[config.mk]
export PLATFORM = sky130hd
export DESIGN_NAME = round_robin_task_table_core
export DESIGN_NICKNAME = d
export VERILOG_FILES = /design/src/design/rrtt_pkg.sv /design/src/design/round_robin_task_table_core.sv /design/src/design/rrtt_datapath.sv /design/src/design/rrtt_ctrl.sv
export SDC_FILE = /design/constraint.sdc
export NUM_CORES = 1
export LEC_CHECK = 0
export ABC_AREA = 0
export BUFFER_PORTS_ARGS = -buffer_cell sky130_fd_sc_hd__clkbuf_2
export CORE_AREA = 2 2 221 223
export DETAILED_ROUTE_END_ITERATION = 12
export DIE_AREA = 0 0 223 225
export HOLD_SLACK_MARGIN = 0.12
export PLACE_DENSITY = 0.77
export SLEW_MARGIN = 20
export SYNTH_ARGS = -nofsm -noshare
export SYNTH_HDL_FRONTEND = slang
export SYNTH_SLANG_ARGS = --single-unit
[constraint.sdc]
create_clock -name i_clk -period 10.81 [get_ports i_clk]
set_clock_uncertainty 0.2 [all_clocks]
set_input_delay 1.6215 -clock i_clk [delete_from_list [all_inputs] [get_ports i_clk]]
set_output_delay 1.6215 -clock i_clk [all_outputs]
set_load 0.01 [all_outputs]
[src/design/rrtt_pkg.sv]
// Package for the round-robin task table: sizes, mode and status codes,
// beat types and the controller/datapath command and status structs.
// No dependencies.
`timescale 1ns / 1ps

package rrtt_pkg;

    localparam int TASK_SLOTS   = 16;
    localparam int SLOT_CAP     = 16;
    localparam int SLOT_CNT     = (TASK_SLOTS < SLOT_CAP) ?
                                  ((TASK_SLOTS < 1) ? 1 : TASK_SLOTS) : SLOT_CAP;
    localparam int SLOT_W       = (SLOT_CNT > 1) ? $clog2(SLOT_CNT) : 1;
    localparam int SLOT_FIELD_W = 4;

    localparam logic [15:0] MIN_STACK_RESET = 16'd256;

    localparam logic [2:0] MODE_CLEAR  = 3'd0;
    localparam logic [2:0] MODE_CREATE = 3'd1;
    localparam logic [2:0] MODE_SCHED  = 3'd2;
    localparam logic [2:0] MODE_SETCUR = 3'd3;
    localparam logic [2:0] MODE_SETNXT = 3'd4;

    localparam logic [2:0] ST_OK    = 3'd0;
    localparam logic [2:0] ST_NULL  = 3'd1;
    localparam logic [2:0] ST_SMALL = 3'd2;
    localparam logic [2:0] ST_FULL  = 3'd3;
    localparam logic [2:0] ST_NONE  = 3'd4;

    typedef struct packed {
        logic [2:0]              mode;
        logic [31:0]             tcb_handle;
        logic [15:0]             stack_size;
        logic [SLOT_FIELD_W-1:0] target_slot;
    } t_in_item;

    typedef struct packed {
        logic [2:0]              status;
        logic [SLOT_FIELD_W-1:0] task_slot;
        logic [31:0]             task_handle;
        logic [SLOT_FIELD_W-1:0] current_slot;
        logic [SLOT_FIELD_W-1:0] next_slot;
    } t_out_item;

    // controller -> datapath
    typedef struct packed {
        logic       load;          // capture input beat, init scan
        logic       res_plain;     // result = res_status, slot/handle zero
        logic [2:0] res_status;
        logic       clear;
        logic       set_cur;
        logic       set_nxt;
        logic       scan_step;
        logic       create_commit; // claim slot at scan index
        logic       sched_hit;     // choose slot at scan index, read handle
        logic       out_load;
    } t_dp_cmd;

    // datapath -> controller
    typedef struct packed {
        logic [2:0] mode;
        logic       null_handle;
        logic       stack_small;
        logic       scan_hit;
        logic       scan_last;
        logic       out_blocked;
    } t_dp_sts;

endpackage

[src/design/round_robin_task_table_core.sv]
// Top level of the round-robin task table: controller plus datapath.
// Depends on rrtt_pkg, rrtt_ctrl, rrtt_datapath.
`timescale 1ns / 1ps
//
// Usage:
//   Request channel i_in_valid / o_in_stall / i_in carries one request beat
//   (mode, handle, stack size, target slot). Result channel o_out_valid /
//   i_out_stall / o_out returns exactly one result beat per request.
//   Config channel i_cfg_valid / o_cfg_ready / i_cfg_data writes the minimum
//   stack size; ready is always high. Write it only while the block is idle.
// Timing:
//   A beat is taken in the idle state, decoded in the next cycle, and for
//   create and schedule the table is scanned one slot per cycle, over at most
//   SLOT_CNT slots. No new request is taken before the previous one leaves the
//   emit state; the result is valid the cycle after the emit cycle. The next
//   beat is taken while a result waits
//   in the output register; only the following result waits for it.
// Reset:
//   Synchronous, active low. All slots free, current and next slot zero,
//   minimum stack size 256, no result pending. Handle storage is not cleared.
// Stall:
//   A stalled result holds in the output register; processing of the next
//   request stops before its result would overwrite it.

module round_robin_task_table_core (
    input  logic                i_clk,
    input  logic                i_rst_n,
    input  logic                i_in_valid,
    output logic                o_in_stall,
    input  rrtt_pkg::t_in_item  i_in,
    output logic                o_out_valid,
    input  logic                i_out_stall,
    output rrtt_pkg::t_out_item o_out,
    input  logic                i_cfg_valid,
    output logic                o_cfg_ready,
    input  logic [15:0]         i_cfg_data
);
    import rrtt_pkg::*;

    t_dp_cmd w_cmd;
    t_dp_sts w_sts;

    assign o_cfg_ready = 1'b1;

    rrtt_ctrl u_ctrl (
        .i_clk      (i_clk),
        .i_rst_n    (i_rst_n),
        .i_in_valid (i_in_valid),
        .o_in_stall (o_in_stall),
        .i_sts      (w_sts),
        .o_cmd      (w_cmd)
    );

    rrtt_datapath u_datapath (
        .i_clk       (i_clk),
        .i_rst_n     (i_rst_n),
        .i_in        (i_in),
        .i_cfg_valid (i_cfg_valid),
        .i_cfg_data  (i_cfg_data),
        .i_out_stall (i_out_stall),
        .i_cmd       (w_cmd),
        .o_sts       (w_sts),
        .o_out_valid (o_out_valid),
        .o_out       (o_out)
    );

endmodule

[src/design/rrtt_datapath.sv]
// Datapath of the round-robin task table: slot occupancy, handle memory,
// slot registers, scan pointer, result and output registers.
// Depends on rrtt_pkg.
`timescale 1ns / 1ps

module rrtt_datapath (
    input  logic               i_clk,
    input  logic               i_rst_n,
    input  rrtt_pkg::t_in_item i_in,
    input  logic               i_cfg_valid,
    input  logic [15:0]        i_cfg_data,
    input  logic               i_out_stall,
    input  rrtt_pkg::t_dp_cmd  i_cmd,
    output rrtt_pkg::t_dp_sts  o_sts,
    output logic               o_out_valid,
    output rrtt_pkg::t_out_item o_out
);
    import rrtt_pkg::*;

    logic [15:0]             r_min_stack;
    logic [SLOT_CNT-1:0]     r_occ;
    logic [SLOT_W-1:0]       r_running;
    logic [SLOT_W-1:0]       r_chosen;
    logic [SLOT_W-1:0]       r_scan_idx;
    logic [SLOT_W-1:0]       r_scan_cnt;
    t_in_item                r_item;
    logic [2:0]              r_res_status;
    logic [SLOT_FIELD_W-1:0] r_res_slot;
    logic [31:0]             r_res_handle;
    logic                    r_res_use_mem;
    logic [31:0]             r_mem [SLOT_CNT];
    logic [31:0]             r_rd_data;
    logic                    r_out_valid;
    t_out_item               r_out;

    logic [SLOT_W-1:0]       n_scan_idx;
    logic [SLOT_W-1:0]       n_start_idx;
    logic                    w_target_ok;

    function automatic logic [SLOT_W-1:0] wrap_inc(input logic [SLOT_W-1:0] s);
        wrap_inc = (s == SLOT_W'(SLOT_CNT - 1)) ? '0 : s + 1'b1;
    endfunction

    assign n_start_idx = (i_in.mode == MODE_SCHED) ? wrap_inc(r_running) : '0;
    assign n_scan_idx  = wrap_inc(r_scan_idx);
    assign w_target_ok = {1'b0, r_item.target_slot} < (SLOT_FIELD_W + 1)'(SLOT_CNT);

    assign o_sts.mode        = r_item.mode;
    assign o_sts.null_handle = (r_item.tcb_handle == 32'd0);
    assign o_sts.stack_small = (r_item.stack_size < r_min_stack);
    // create looks for a free slot, schedule for an occupied one
    assign o_sts.scan_hit    = (r_item.mode == MODE_CREATE) ? !r_occ[r_scan_idx]
                                                            : r_occ[r_scan_idx];
    assign o_sts.scan_last   = (r_scan_cnt == SLOT_W'(SLOT_CNT - 1));
    assign o_sts.out_blocked = r_out_valid && i_out_stall;

    assign o_out_valid = r_out_valid;
    assign o_out       = r_out;

    always_ff @(posedge i_clk) begin
        if (!i_rst_n) begin
            r_min_stack <= MIN_STACK_RESET;
            r_occ       <= '0;
            r_running   <= '0;
            r_chosen    <= '0;
            r_out_valid <= 1'b0;
        end else begin
            if (i_cfg_valid) begin
                r_min_stack <= i_cfg_data;
            end
            if (i_cmd.clear) begin
                r_occ <= '0;
            end else if (i_cmd.create_commit) begin
                r_occ[r_scan_idx] <= 1'b1;
            end
            if (i_cmd.set_cur && w_target_ok) begin
                r_running <= SLOT_W'(r_item.target_slot);
            end
            if (i_cmd.sched_hit) begin
                r_chosen <= r_scan_idx;
            end else if (i_cmd.set_nxt && w_target_ok) begin
                r_chosen <= SLOT_W'(r_item.target_slot);
            end
            if (i_cmd.out_load) begin
                r_out_valid <= 1'b1;
            end else if (!i_out_stall) begin
                r_out_valid <= 1'b0;
            end
        end
    end

    always_ff @(posedge i_clk) begin
        if (i_cmd.load) begin
            r_item     <= i_in;
            r_scan_idx <= n_start_idx;
            r_scan_cnt <= '0;
        end else if (i_cmd.scan_step) begin
            r_scan_idx <= n_scan_idx;
            r_scan_cnt <= r_scan_cnt + 1'b1;
        end

        if (i_cmd.res_plain) begin
            r_res_status  <= i_cmd.res_status;
            r_res_slot    <= '0;
            r_res_handle  <= '0;
            r_res_use_mem <= 1'b0;
        end else if (i_cmd.create_commit) begin
            r_res_status  <= ST_OK;
            r_res_slot    <= SLOT_FIELD_W'(r_scan_idx);
            r_res_handle  <= r_item.tcb_handle;
            r_res_use_mem <= 1'b0;
        end else if (i_cmd.sched_hit) begin
            r_res_status  <= ST_OK;
            r_res_slot    <= SLOT_FIELD_W'(r_scan_idx);
            r_res_handle  <= '0;
            r_res_use_mem <= 1'b1;
        end

        if (i_cmd.out_load) begin
            r_out.status       <= r_res_status;
            r_out.task_slot    <= r_res_slot;
            r_out.task_handle  <= r_res_use_mem ? r_rd_data : r_res_handle;
            r_out.current_slot <= SLOT_FIELD_W'(r_running);
            r_out.next_slot    <= SLOT_FIELD_W'(r_chosen);
        end
    end

    // handle memory: one write port (create), one registered read (schedule)
    always_ff @(posedge i_clk) begin
        if (i_cmd.create_commit) begin
            r_mem[r_scan_idx] <= r_item.tcb_handle;
        end
        if (i_cmd.sched_hit) begin
            r_rd_data <= r_mem[r_scan_idx];
        end
    end

    a_create_marks: assert property (@(posedge i_clk) disable iff (!i_rst_n)
        i_cmd.create_commit |=> r_occ[$past(r_scan_idx)])
        else $error("created slot not marked occupied");

    a_sched_chosen: assert property (@(posedge i_clk) disable iff (!i_rst_n)
        i_cmd.sched_hit |=> (r_chosen == $past(r_scan_idx)))
        else $error("scheduled slot not loaded into chosen register");

    a_no_overwrite: assert property (@(posedge i_clk) disable iff (!i_rst_n)
        !(i_cmd.out_load && r_out_valid && i_out_stall))
        else $error("output register overwritten while stalled");

endmodule

[src/design/rrtt_ctrl.sv]
// Controller of the round-robin task table: decodes the request mode and
// sequences the one-slot-per-cycle scan and the output load.
// Depends on rrtt_pkg.
`timescale 1ns / 1ps

module rrtt_ctrl (
    input  logic              i_clk,
    input  logic              i_rst_n,
    input  logic              i_in_valid,
    output logic              o_in_stall,
    input  rrtt_pkg::t_dp_sts i_sts,
    output rrtt_pkg::t_dp_cmd o_cmd
);
    import rrtt_pkg::*;

    localparam logic [1:0] S_IDLE = 2'd0;
    localparam logic [1:0] S_EXEC = 2'd1;
    localparam logic [1:0] S_SCAN = 2'd2;
    localparam logic [1:0] S_EMIT = 2'd3;

    logic [1:0] r_state;
    logic [1:0] n_state;

    assign o_in_stall = (r_state != S_IDLE);

    always_comb begin
        o_cmd   = '0;
        n_state = r_state;
        case (r_state)
            S_IDLE: begin
                if (i_in_valid) begin
                    o_cmd.load = 1'b1;
                    n_state    = S_EXEC;
                end
            end
            S_EXEC: begin
                n_state          = S_EMIT;
                o_cmd.res_plain  = 1'b1;
                o_cmd.res_status = ST_OK;
                case (i_sts.mode)
                    MODE_CLEAR: begin
                        o_cmd.clear = 1'b1;
                    end
                    MODE_CREATE: begin
                        if (i_sts.null_handle) begin
                            o_cmd.res_status = ST_NULL;
                        end else if (i_sts.stack_small) begin
                            o_cmd.res_status = ST_SMALL;
                        end else begin
                            o_cmd.res_plain = 1'b0;
                            n_state         = S_SCAN;
                        end
                    end
                    MODE_SCHED: begin
                        o_cmd.res_plain = 1'b0;
                        n_state         = S_SCAN;
                    end
                    MODE_SETCUR: begin
                        o_cmd.set_cur = 1'b1;
                    end
                    MODE_SETNXT: begin
                        o_cmd.set_nxt = 1'b1;
                    end
                    default: begin
                    end
                endcase
            end
            S_SCAN: begin
                if (i_sts.scan_hit) begin
                    if (i_sts.mode == MODE_CREATE) begin
                        o_cmd.create_commit = 1'b1;
                    end else begin
                        o_cmd.sched_hit = 1'b1;
                    end
                    n_state = S_EMIT;
                end else if (i_sts.scan_last) begin
                    o_cmd.res_plain  = 1'b1;
                    o_cmd.res_status = (i_sts.mode == MODE_CREATE) ? ST_FULL : ST_NONE;
                    n_state          = S_EMIT;
                end else begin
                    o_cmd.scan_step = 1'b1;
                end
            end
            S_EMIT: begin
                if (!i_sts.out_blocked) begin
                    o_cmd.out_load = 1'b1;
                    n_state        = S_IDLE;
                end
            end
            default: begin
                n_state = S_IDLE;
            end
        endcase
    end

    always_ff @(posedge i_clk) begin
        if (!i_rst_n) begin
            r_state <= S_IDLE;
        end else begin
            r_state <= n_state;
        end
    end

    a_scan_ends: assert property (@(posedge i_clk) disable iff (!i_rst_n)
        (r_state == S_SCAN && i_sts.scan_last) |=> (r_state == S_EMIT))
        else $error("scan ran past the last slot");

    a_load_idle: assert property (@(posedge i_clk) disable iff (!i_rst_n)
        o_cmd.load |=> (r_state == S_EXEC))
        else $error("captured beat not decoded");

    a_emit_leaves: assert property (@(posedge i_clk) disable iff (!i_rst_n)
        o_cmd.out_load |=> (r_state == S_IDLE))
        else $error("result loaded but controller did not return to idle");

endmodule

== After elaboration in Yosys (flattened, before gate mapping) ==
Memories as Yosys holds them, arrays and structs flattened. A register that Yosys moved wholly into a read port is not among the register bits.
Index checks and enable logic that the tools add are counted.
W data, S select, Z words.
Cells by class
  order comparisons: 3
  reduce and logical (&&, ||, !) cells: 14
  add/subtract/negate cells: 3
  eq/ne operators: 15
  muxes and demuxes: 56
  bitwise gates (word level): 2
Operators by type and width (count)
  $mux W32: 3
  $mux W4: 11
  $logic_not A32 Y1: 1
  $mux W3: 8
  $mux W1: 21
  $lt A16 B16 Y1: 1
  $or A16 B16 Y16: 1
  $mux W2: 7
  $add A4 B1 Y4 const B: 3
  $eq A4 B4 Y1 const B: 3
  $eq A3 B2 Y1 const B: 3
  $pmux W2 S4: 1
  $pmux W4 S2: 1
  $reduce_bool A2 Y1: 4
  $lt A4 B5 Y1 const B: 1
  $bmux W1 S4: 1
  $demux W1 S4: 1
  $eq A2 B2 Y1 const B: 2
  $ge A4 B1 Y1 const B: 1
  $ne A2 B2 Y1 const B: 2
  $pmux W2 S2: 1
  $reduce_or A2 Y1: 2
  $eq A3 B1 Y1 const B: 1
  $eq A3 B3 Y1 const B: 1
  other kinds (11): 12
Word-level totals
  RAM bits: 512
  flip-flop bits (word level): 193
  word-level logic and storage cells: 115
  output and inout port bits: 50
  memories: 1
Memory list
  u_datapath.r_mem: depth 16, width 32, read ports 1, clocked after memory_dff 1, wr ports 1, line rrtt_datapath.sv:31  | logic [31:0] r_mem [SLOT_CNT];

== Depth between registers and ports, before layout ==
Gate-level depths: netlist of the first run.
  depth after elaboration: 9
  gate-level depth with buffers: 13

== Hierarchy ==
A second synthesis of the first run with hierarchy kept.
Unflattened totals
  cells, all modules: 1312
  area, all modules: 27787.9 um^2
By module, submodules not included
  rrtt_datapath: sequential area each 21250.4 um^2, area each 27467.6 um^2, cells each 1269, times used 1
  rrtt_ctrl: sequential area each 40.0 um^2, area each 309.0 um^2, cells each 41, times used 1
  round_robin_task_table_core: sequential area each 0.0 um^2, area each 11.3 um^2, cells each 2, times used 1

== Worst setup path before layout of the first run ==
Ideal clock, no wire load.
  path kind: input to register
  from: in i_out_stall
  to: reg u_datapath.r_out, in the netlist u_datapath.o_out[0] (enable)
  buffers on the path: 0
  setup slack: 5.014 ns
  stages: 1
  arrival: 5.073 ns
  required time: 10.087 ns
  cell sequence: a21boi_0
Between the ends
  word-level cells in the longest chain between the ends: 3
RTL lines
  start: declaration: line round_robin_task_table_core.sv:32  | input logic i_out_stall,
  $logic_and A1 B1 Y1: line rrtt_datapath.sv:55  | assign o_sts.out_blocked = r_out_valid && i_out_stall;
  $mux W1: line rrtt_ctrl.sv:85  | if (!i_sts.out_blocked) begin
  $mux W1: line rrtt_ctrl.sv:29  | case (r_state)
  end: declaration: line rrtt_datapath.sv:34  | t_out_item r_out;
No other way between the ends.
A chain may end at the register's enable or synchronous reset.

== Final worst setup path of the first run ==
  from: reg u_datapath.r_scan_idx[1]
  to: reg u_datapath.r_res_status[2] (enable)
Between the ends
  word-level cells in the longest chain between the ends: 7
  elaborated cells on any way between the ends: 9
  classes of those cells: 7 x mux; 2 x reduce/logical
RTL lines
  start: declaration: line rrtt_datapath.sv:24  | logic [SLOT_W-1:0] r_scan_idx;
  start signal: assignment: line rrtt_datapath.sv:95  | r_scan_idx <= n_start_idx;
  start signal: assignment: line rrtt_datapath.sv:98  | r_scan_idx <= n_scan_idx;
  $bmux W1 S4 *: line rrtt_datapath.sv:52, rrtt_datapath.sv:53
  $mux W1 (not written as such) *: line rrtt_datapath.sv:52, rrtt_datapath.sv:53
  $logic_not A1 Y1: line rrtt_datapath.sv:52  | assign o_sts.scan_hit = (r_item.mode == MODE_CREATE) ? !r_occ[r_scan_idx]
  $mux W1 *: line rrtt_datapath.sv:52
  $mux W4 or $mux W2 (tied branches): line rrtt_ctrl.sv:69  | if (i_sts.scan_hit) begin
  $pmux W4 S2 or $mux W3 (tied branches): line rrtt_ctrl.sv:29
  $reduce_bool A3 Y1 (no source line) *
  end signal: assignment: line rrtt_datapath.sv:103  | r_res_status <= i_cmd.res_status;
  end: declaration: line rrtt_datapath.sv:27  | logic [2:0] r_res_status;
Mark *: on every way between the ends. The rest lies on a longest branch, timed or not. The select of a mux whose other input is x is not followed.

==> results of run 1 <==
## per-stage QoR
step           setup WS [ns]  instances  instance area (µm²)  total power [µW]
2_1_floorplan           5.01       1382                28400              5020
3_3_place_gp            5.76       2083                29900              5570
3_5_place_dp            5.64       2094                30200              5620
4_1_cts                 5.61       2227                32600              8190
5_1_grt                 5.32       2229                32600              8430
6_report                5.57       2230                32600              8160
## worst max-delay path: stages, from the launching register on
cell and delay [ns]:
edfxtp_1 0.33, buf_4 0.83, mux4_2 0.43, mux4_2 0.51, inv_1 0.08, ha_1 0.13
nand2_1 0.09, and2b_2 0.92, or2_1 0.62, buf_4 0.40, a211o_1 0.18, o21a_1 0.18
## layout make-up
type / instances / area [µm²] / area share, %
Inverter: 29 / 110 / 0.337
Clock buffer: 101 / 2100 / 6.44
Multi-Input combinational cell: 537 / 6790 / 20.8
Clock inverter: 32 / 314 / 0.963
Timing Repair Buffer: 178 / 1250 / 3.84
Sequential cell: 737 / 21300 / 65.3
Antenna cell: 1 / 2.50 / 0.00767
Tap cell: 615 / 769 / 2.36
## layout by cell type, fill, tap and decap left out, types with 13 or more instances in the layout
cell and count:
edfxtp_1 653, mux4_2 165, clkbuf_2 124, dfxtp_1 83, clkbuf_16 79, nor2_1 41
buf_4 40, a21o_1 37, mux2_2 32, a22oi_1 32, mux2i_1 28, ha_1 28
inv_1 25, o41ai_2 18, o41ai_1 18, clkbuf_1 18, nand2_1 17, o21a_1 17
a21oi_1 16, nor2_4 13, clkinv_1 13
## power groups by stage
stage	registers, µW	clock network (µW)	logic, µW
final	3620	2560	1970
after global routing	3640	2690	2100
after CTS	3620	2590	1980
after detailed placement	3670	0	1940
after global placement	3660	0	1900
after floorplan	3620	0	1390
## registers in the layout (all words and copies together), names as in the netlist, 16 cells and up
register and flops:
u_datapath.r_mem 512, u_datapath.o_out 47, u_datapath.r_item 52, u_datapath.r_res_handle 32
u_datapath.r_min_stack 16, u_datapath.r_rd_data 32, u_datapath.r_occ 16
## path summary, 6_finish.rpt
| path | startpoint | end | slack, ns | cells past startpoint |
|---|---|---|---|---|
| hold reg to reg | u_datapath.r_chosen[3] | u_datapath.o_out[3] | 0.23 | 0 |
| setup reg to reg | u_datapath.r_scan_idx[1] | u_datapath.r_res_status[2] | 5.57 | 11 |
| hold / removal | u_datapath.r_chosen[3] | u_datapath.o_out[3] | 0.23 | 0 |
| setup / recovery | u_datapath.r_scan_idx[1] | u_datapath.r_res_status[2] | 5.57 | 11 |
## routing by layer
layer,track usage [%],up-vias,routed length [µm]
met1,36.9,7517,24800
met2,42.8,874,32000
li1,-,6066,-
met3,6.64,142,7030
met5,0,-,49
met4,9.72,8,1830
## cells in the mapped netlist (all sizes together) (2+ instances only)
cell type	instances	area, µm²
ha	28	350
clkinv	2	7.51
o31a	3	26.3
xor2	3	26.3
o21a	17	128
nand2b	2	12.5
and2	2	12.5
o31ai	2	15.0
a21oi	16	80.1
nor3	5	25.0
xnor2	3	26.3
a21o	37	278
mux4	165	3720
inv	27	101
o22ai	2	12.5
nor4	8	50.1
nand3	7	35.0
nand4	6	37.5
o41ai	36	450
a31oi	2	12.5
buf	34	233
edfxtp	653	19600
nand2	17	63.8
dfxtp	84	1680
or4	2	15.0
nor2	54	210
and3	3	18.8
a22oi	32	240
mux2	32	360
o21ai	11	55.1
mux2i	28	280
clkbuf	45	169
## logic make-up (layout without fill, tap and decap cells)
kind of cell / Yosys count / in the layout / share of synthesized area (%)
compound gates: 167 / 167 / 4.82
xor+xnor: 6 / 6 / 0.185
fa+ha+maj: 28 / 28 / 1.23
buf+inv: 108 / 340 / 1.79
flops: 737 / 737 / 74.9
mux: 225 / 225 / 15.3
other cells: 1 / 2 / 0.0132
simple gates: 110 / 110 / 1.78
==> metrics.csv, run 1 <==
metric;value;unit
clock network power share;31.4;%
Comb pwr share;24.2;%
RSZ-0062 raised after global routing;false;
Final #Nets;1662;
clk_lat worst skew;0.61;ns
Post-synth ARST share;0;%
core footprint;47500;µm²
gpl congestion;0.770;
total negative slack;0;ns
# clock sinks;737;
vias in the first global route;14900;
Pins Over Slew Limit;0;
IO Count;126;
die area;50200;µm²
die width;223;µm
Worst setup EP type;flip-flop;
switching share of power;28.5;%
leakage power total;0.0110;µW
DR pass1 iterations;5;
run status;finished, final reports clean;
Setup Buffers After CTS;0;
Setup crit start kind;flip-flop;
synthesized instance count;1382;
Worst-Margin Slew;1.12;ns
Avg Cell Area, Syn;20.6;µm²
fin crit share;48.5;%
ratio of cells with drive above 1 in the final layout;32.4;%
Flop pwr share;44.4;%
Avg WL per Cell;29.5;µm
Final Util;68.6;%
Final Setup Violations;0;
worst rel slew slack;25.3;%
vias per inst;6.55;
largest net degree at the start of global routing;75;
Total Wirelength;65700;µm
Vias;14600;
VDD IR max;0.000249;V
clock tree buffer depth;3;
library cells used by synthesis;54;
Crit path required time;10.92;ns
Worst Path Class, Setup;reg2reg;
Seq cells post-synth;737;
I/O Buffers;124;
Max-cap violations;0;
hold buffer count at CTS;0;
max frequency;0.191;GHz
Hold/Removal Path Class;reg2reg;
# H-tree levels;3;
die span in y;225;µm
initial drt markers;1718;
Synth Cell Area;28400;µm²
critical path arrival;5.35;ns
CTS tree;built;
FP Rows;80;
WHS;0.227;ns
total grt overflow;0;
Post-synth EDFFs;653;
Num CTS Buffers;75;
number of routed nets with antenna violations;0;
initial antenna violation count;6;
Synth warnings;0;
synth-to-layout area growth;14.7;%
register clock-pin slew on the reported worst setup and hold paths;0.06;ns
Layout fillers;2774;
Tmin final;5.24;ns
gr usage total;26.9;%
drc violations;0;
Root Driver;clkbuf_16;
worst-path maximum fanout;74;
sequential fraction of the synthesis area;74.9;%
PD cells;250;nW/µm²
NetSw;2330;µW
dpl hpwl;36900;µm
P_int;5830;µW
Syn Nets;1486;
cts repair resizes;0;
first-pass GRT wire length;97000;µm
Initial Util;59.8;%
top_reg_cell synth;edfxtp_1;
Fin. Hold Viols;0;
(Power assumes the default switching activity.)
==> inputs of run 2 (changes only) <==
Settings changed: CORE_AREA 2 2 221 223 to 2 2 231 233, DIE_AREA 0 0 223 225 to 0 0 233 235, PLACE_DENSITY 0.77 to 0.74.
Clock period 10.81 ns to 4.5 ns, I/O delays scaled along.
==> run 2 against run 1 <==
Cell count grew 6.2%. Highest routed layer unchanged. Power grew 130%. Via count shrank 0.77%.
==> metrics.csv, run 2 (synthesized netlist as in run 1, its figures left out) <==
metric;value;unit;change
initial drt markers;1539;;-10%
Final #Nets;1727;;+3.9%
I/O Buffers;124;;unchanged
die span in y;235;µm;+4.4%
Vias;14500;;-0.77%
RSZ-0062 raised after global routing;false;;
worst stage delay on the critical path;0.95;ns;+0.03 ns
Tmin final;4.01;ns;-1.23 ns
Layout fillers;3468;;+25%
max reg flops;512;;unchanged
Root Driver;clkbuf_16;;
Num CTS Buffers;72;;-4.0%
die width;233;µm;+4.5%
PD cells;571;nW/µm²;+130%
# H-tree levels;3;;unchanged
gr usage total;24.0;%;-2.9 points
Hold/Removal Path Class;in2reg;;
initial antenna violation count;2;;-4
Initial Util;54.5;%;-5.4 points
Setup Buffers After CTS;0;;unchanged
Crit path required time;4.79;ns;-6.13 ns
Worst-Margin Slew;1.17;ns;+0.0465 ns
vias per inst;6.12;;-6.6%
largest net degree at the start of global routing;66;;-12%
FP Rows;84;;+5.0%
Final Setup Violations;0;;unchanged
DP Area;30200;µm²;+0.29%
Pins Over Slew Limit;0;;unchanged
Setup crit start kind;flip-flop;;
Total Wirelength;64000;µm;-2.6%
Avg WL per Cell;27.0;µm;-8.2%
first-pass GRT wire length;95200;µm;-1.9%
CP top delay family;simple AND/OR/NAND/NOR gates;;
total negative slack;0;ns;unchanged
most frequent cells in the layout;edfxtp_1, mux4_2, clkbuf_2, dfxtp_1, clkbuf_16;;
worst-path maximum fanout;36;;-51%
clock tree buffer depth;3;;unchanged
most common cell after layout, fill and taps aside;edfxtp_1;;
max frequency;0.250;GHz;+31%
vias in the first global route;14900;;+0.33%
Worst setup EP type;flip-flop;;
final instance area;33200;µm²;+1.7%
gpl congestion;0.811;;+5.4%
hold buffer count at CTS;70;;+70
most frequent CP cell;mux4_2;;
number of routed nets with antenna violations;0;;unchanged
total grt overflow;0;;unchanged
critical path arrival;4.30;ns;-1.05 ns
R2R setup slack;0.49;ns;-5.08 ns
fin cells;2368;;+6.2%
worst rel slew slack;22.0;%;-3.3 points
clk_lat worst skew;0.61;ns;about the same
cts repair resizes;0;;unchanged
run status;finished, final reports clean;;
Worst Path Class, Setup;reg2reg;;
WHS;0.145;ns;-0.0819 ns
core footprint;52200;µm²;+9.9%
register clock-pin slew on the reported worst setup and hold paths;0.06;ns;about the same
IO Count;126;;unchanged
Biggest register;u_datapath.r_mem;;
# clock sinks;737;;unchanged
Critical path buffers and inverters;0;;-3
dpl hpwl;35500;µm;-3.7%
Fin. Hold Viols;0;;unchanged
placed insts;2167;;+3.5%
ratio of cells with drive above 1 in the final layout;30.6;%;-1.9 points
Final Util;63.5;%;-5.1 points
DR pass1 iterations;5;;unchanged
Max-cap violations;0;;unchanged
leakage power total;0.0112;µW;+1.6%
Crit-path slowest cell;nor2_4;;
CTS tree;built;;
VDD IR max;0.000359;V;+44%
synth-to-layout area growth;16.7;%;
worst-path cell chain;mux4_2 > mux4_2 > ha_1 > and2_2 > nor2_4 > a22oi_1 > o41ai_2;;
drc violations;0;;unchanged
die area;54800;µm²;+9.1%
fin crit share;89.1;%;+41 points
## run 2: cell types whose count changed in the layout (fill, tap and decap cells not counted), moves of 2 or more
cell / previous run / this run
clkbuf_8: 4 / 2
buf_12: 5 / 13
nor3_4: 0 / 4
clkbuf_1: 18 / 27
clkinv_1: 13 / 9
nor3_2: 4 / 0
clkbuf_16: 79 / 75
buf_16: 8 / 0
dlygate4sd3_1: 0 / 70
bufinv_16: 6 / 4
## run 2: layout make-up
type                    count  area [µm²]  share of cell area, %
clock inverters            26         236                  0.713
inverters                  29         110                  0.332
diodes                      1        2.50                0.00754
clock buffers             104        2010                   6.04
multi-input cells         537        6800                   20.5
repair buffers            246        1870                   5.65
flip-flops and latches    737       21300                   64.2
well taps                 688         861                   2.59
## run 2: where the power goes
| part | total, µW | switching [µW] | internal (µW) |
|---|---|---|---|
| Clock | 5750 | 2410 | 3330 |
| Combinational | 4440 | 2300 | 2130 |
| Sequential | 8750 | 485 | 8270 |
## run 2: path summary, 6_finish.rpt
path | end | cells past startpoint | from
worst max register to register | u_datapath.r_res_handle[12] | 7 | u_datapath.r_scan_idx[0]
worst min-delay path | u_datapath.r_min_stack[0] | 3 | i_cfg_data[0]
worst max-delay path | u_datapath.r_res_handle[12] | 7 | u_datapath.r_scan_idx[0]
worst min register to register | u_datapath.o_out[1] | 0 | u_datapath.r_chosen[1]
## run 2: routing by layer
metal	up-vias	wire length [µm]	track usage [%]	part of all wire [%]
met2	654	32200	39.5	50
met1	7510	24900	32.4	39
met5	-	19	0	0.030
met3	128	5060	4.55	7.9
met4	2	1870	8.47	2.9
li1	6200	-	-	-
## run 2: worst min-delay path, stage by stage
cell and delay [ns]:
clkbuf_2 0.08, mux2i_1 0.05, nor2_1 0.10
## run 2: metrics by stage
stage                     total power, µW  setup slack (ns)
after CTS                           19100             0.515
after global routing                19700             0.347
after detailed placement            13300             0.572
after global placement              13200             0.662
final                               18900             0.492
after floorplan                     12100           0.00248
==> inputs of run 3 (changes only) <==
Settings changed: CTS_BUF_LIST from default to sky130_fd_sc_hd__clkbuf_16, MAX_ROUTING_LAYER from default to met4.
==> run 3 against run 2 <==
Core utilization is essentially flat. Register-to-register slack hardly changed. Highest routed layer is now met4. First-iteration DRC count is 0.65% higher. Worst hold slack lost 0.0030 ns. Die area unchanged. Sequential power barely moved. Count of clock-buffer cells in the layout is 29 lower. Critical endpoint is now u_datapath.r_res_handle[10].
==> metrics.csv, run 3 (synthesized netlist as in run 1, its figures left out) <==
metric;value;unit;change
core footprint;52200;µm²;unchanged
Flop pwr share;46.4;%;+0.2 points
Worst Path Class, Setup;reg2reg;;
FP Rows;84;;unchanged
largest net degree at the start of global routing;66;;unchanged
gpl congestion;0.823;;+1.5%
ratio of cells with drive above 1 in the final layout;30.4;%;-0.12 points
# clock sinks;737;;unchanged
total grt overflow;0;;unchanged
total power;18800;µW;-0.49%
IO Count;126;;unchanged
Root Driver;clkbuf_16;;
final instance area;33200;µm²;about the same
Worst-Margin Slew;1.15;ns;-0.0217 ns
Hold/Removal Path Class;in2reg;;
DR pass1 iterations;5;;unchanged
Max-cap violations;0;;unchanged
initial drt markers;1549;;+0.65%
Tmin final;4.00;ns;-0.0127 ns
Comb pwr share;23.5;%;about the same
max reg flops;512;;unchanged
register clock-pin slew on the reported worst setup and hold paths;0.06;ns;about the same
vias in the first global route;14900;;-0.54%
synth-to-layout area growth;16.6;%;about the same
fin cells;2368;;unchanged
die span in y;235;µm;unchanged
number of routed nets with antenna violations;0;;unchanged
worst rel slew slack;23.5;%;+1.5 points
Num CTS Buffers;72;;unchanged
dpl hpwl;35500;µm;unchanged
initial antenna violation count;1;;-1
Worst setup EP type;flip-flop;;
# H-tree levels;3;;unchanged
most frequent cells in the layout;edfxtp_1, mux4_2, clkbuf_2, dfxtp_1, clkbuf_16;;
die width;233;µm;unchanged
clock network power share;30.0;%;-0.4 points
fin crit share;88.8;%;-0.28 points
Final Setup Violations;0;;unchanged
vias per inst;6.14;;+0.28%
PnR worst setup slack;0.505;ns;+0.0127 ns
total negative slack;0;ns;unchanged
Crit-path slowest cell;nor2_4;;
Avg WL per Cell;27.0;µm;-0.13%
Fin. Hold Viols;0;;unchanged
critical path arrival;4.30;ns;about the same
Setup crit start kind;flip-flop;;
RSZ-0062 raised after global routing;false;;
gr usage total;24.7;%;+0.70 points
P_int;13600;µW;-0.70%
clock tree buffer depth;3;;unchanged
VDD IR max;0.000359;V;about the same
Crit path required time;4.80;ns;about the same
NetSw;5210;µW;about the same
Biggest register;u_datapath.r_mem;;
leakage power total;0.0113;µW;+0.90%
most common cell after layout, fill and taps aside;edfxtp_1;;
worst-path cell chain;mux4_2 > mux4_2 > ha_1 > and2_2 > nor2_4 > a22oi_1 > a21o_1 > o41ai_2;;
die area;54800;µm²;unchanged
Pins Over Slew Limit;0;;unchanged
Final #Nets;1727;;unchanged
switching share of power;27.6;%;+0.16 points
drc violations;0;;unchanged
DP Area;30200;µm²;unchanged
most frequent CP cell;mux4_2;;
CTS tree;built;;
Initial Util;54.5;%;unchanged
I/O Buffers;124;;unchanged
first-pass GRT wire length;95000;µm;-0.22%
run status;finished, final reports clean;;
worst stage delay on the critical path;0.93;ns;-0.02 ns
dpl ws;0.572;ns;unchanged
Vias;14500;;+0.28%
Total Wirelength;63900;µm;-0.13%
placed insts;2167;;unchanged
clk_lat worst skew;0.60;ns;about the same
max frequency;0.250;GHz;+0.32%
PD cells;568;nW/µm²;-0.43%
worst-path maximum fanout;36;;unchanged
run 3: layer usage:
layer	share of wire [%]	vias to the layer above	wire length, µm	global-route usage [%]
met5	0	-	0	-
met4	2.7	0	1700	7.99
met3	7.8	120	4970	4.48
met2	50	661	31900	39.2
met1	40	7542	25300	32.8
li1	-	6211	-	-
run 3: power groups by stage:
stage	logic [µW]	clock network [µW]	registers, µW
final	4440	5660	8750
after CTS	4490	5750	8740
after global placement	4330	0	8850
after global routing	4750	6010	8810
after floorplan	3350	0	8700
after detailed placement	4410	0	8880
run 3: cell type report:
type / count / area [µm²]
clock buffer: 75 / 1880
multi-input combinational: 537 / 6800
antenna: 1 / 2.50
inverter: 29 / 110
timing repair buffer: 246 / 1870
clock inverter: 55 / 345
sequential: 737 / 21300
tap: 688 / 861
fill: 3473 / 19100
run 3: critical path, delay by kind of cell (launching register included):
kind | cells | cell delay, ns
adder cells (fa/ha/maj) | 1 | 0.21
flip-flops | 1 | 0.57
AND/OR/NAND/NOR | 2 | 1.25
multiplexers | 2 | 1.08
AO/OA/AOI/OAI | 3 | 0.58
run 3: path summary, 6_finish.rpt:
check        slack, ns  cells after the start                     start                           to
max               0.50                      8  u_datapath.r_scan_idx[0]  u_datapath.r_res_handle[10]
min               0.14                      3             i_cfg_data[0]    u_datapath.r_min_stack[0]
max reg2reg       0.50                      8  u_datapath.r_scan_idx[0]  u_datapath.r_res_handle[10]
min reg2reg       0.24                      0    u_datapath.r_chosen[1]          u_datapath.o_out[1]
run 3: what timing repair did:
action	CTS	global route
hold buffers	70	0
gates resized for setup	0	0
buffers inserted	0	0
endpoints found under the hold margin	69	0
run 3: stage by stage:
step	hold slack, ns	util [%]
6_report	0.142	63.5
3_5_place_dp	0.229	57.9
2_1_floorplan	0.200	-
3_3_place_gp	0.226	57.9
5_1_grt	0.153	63.5
4_1_cts	0.137	63.5
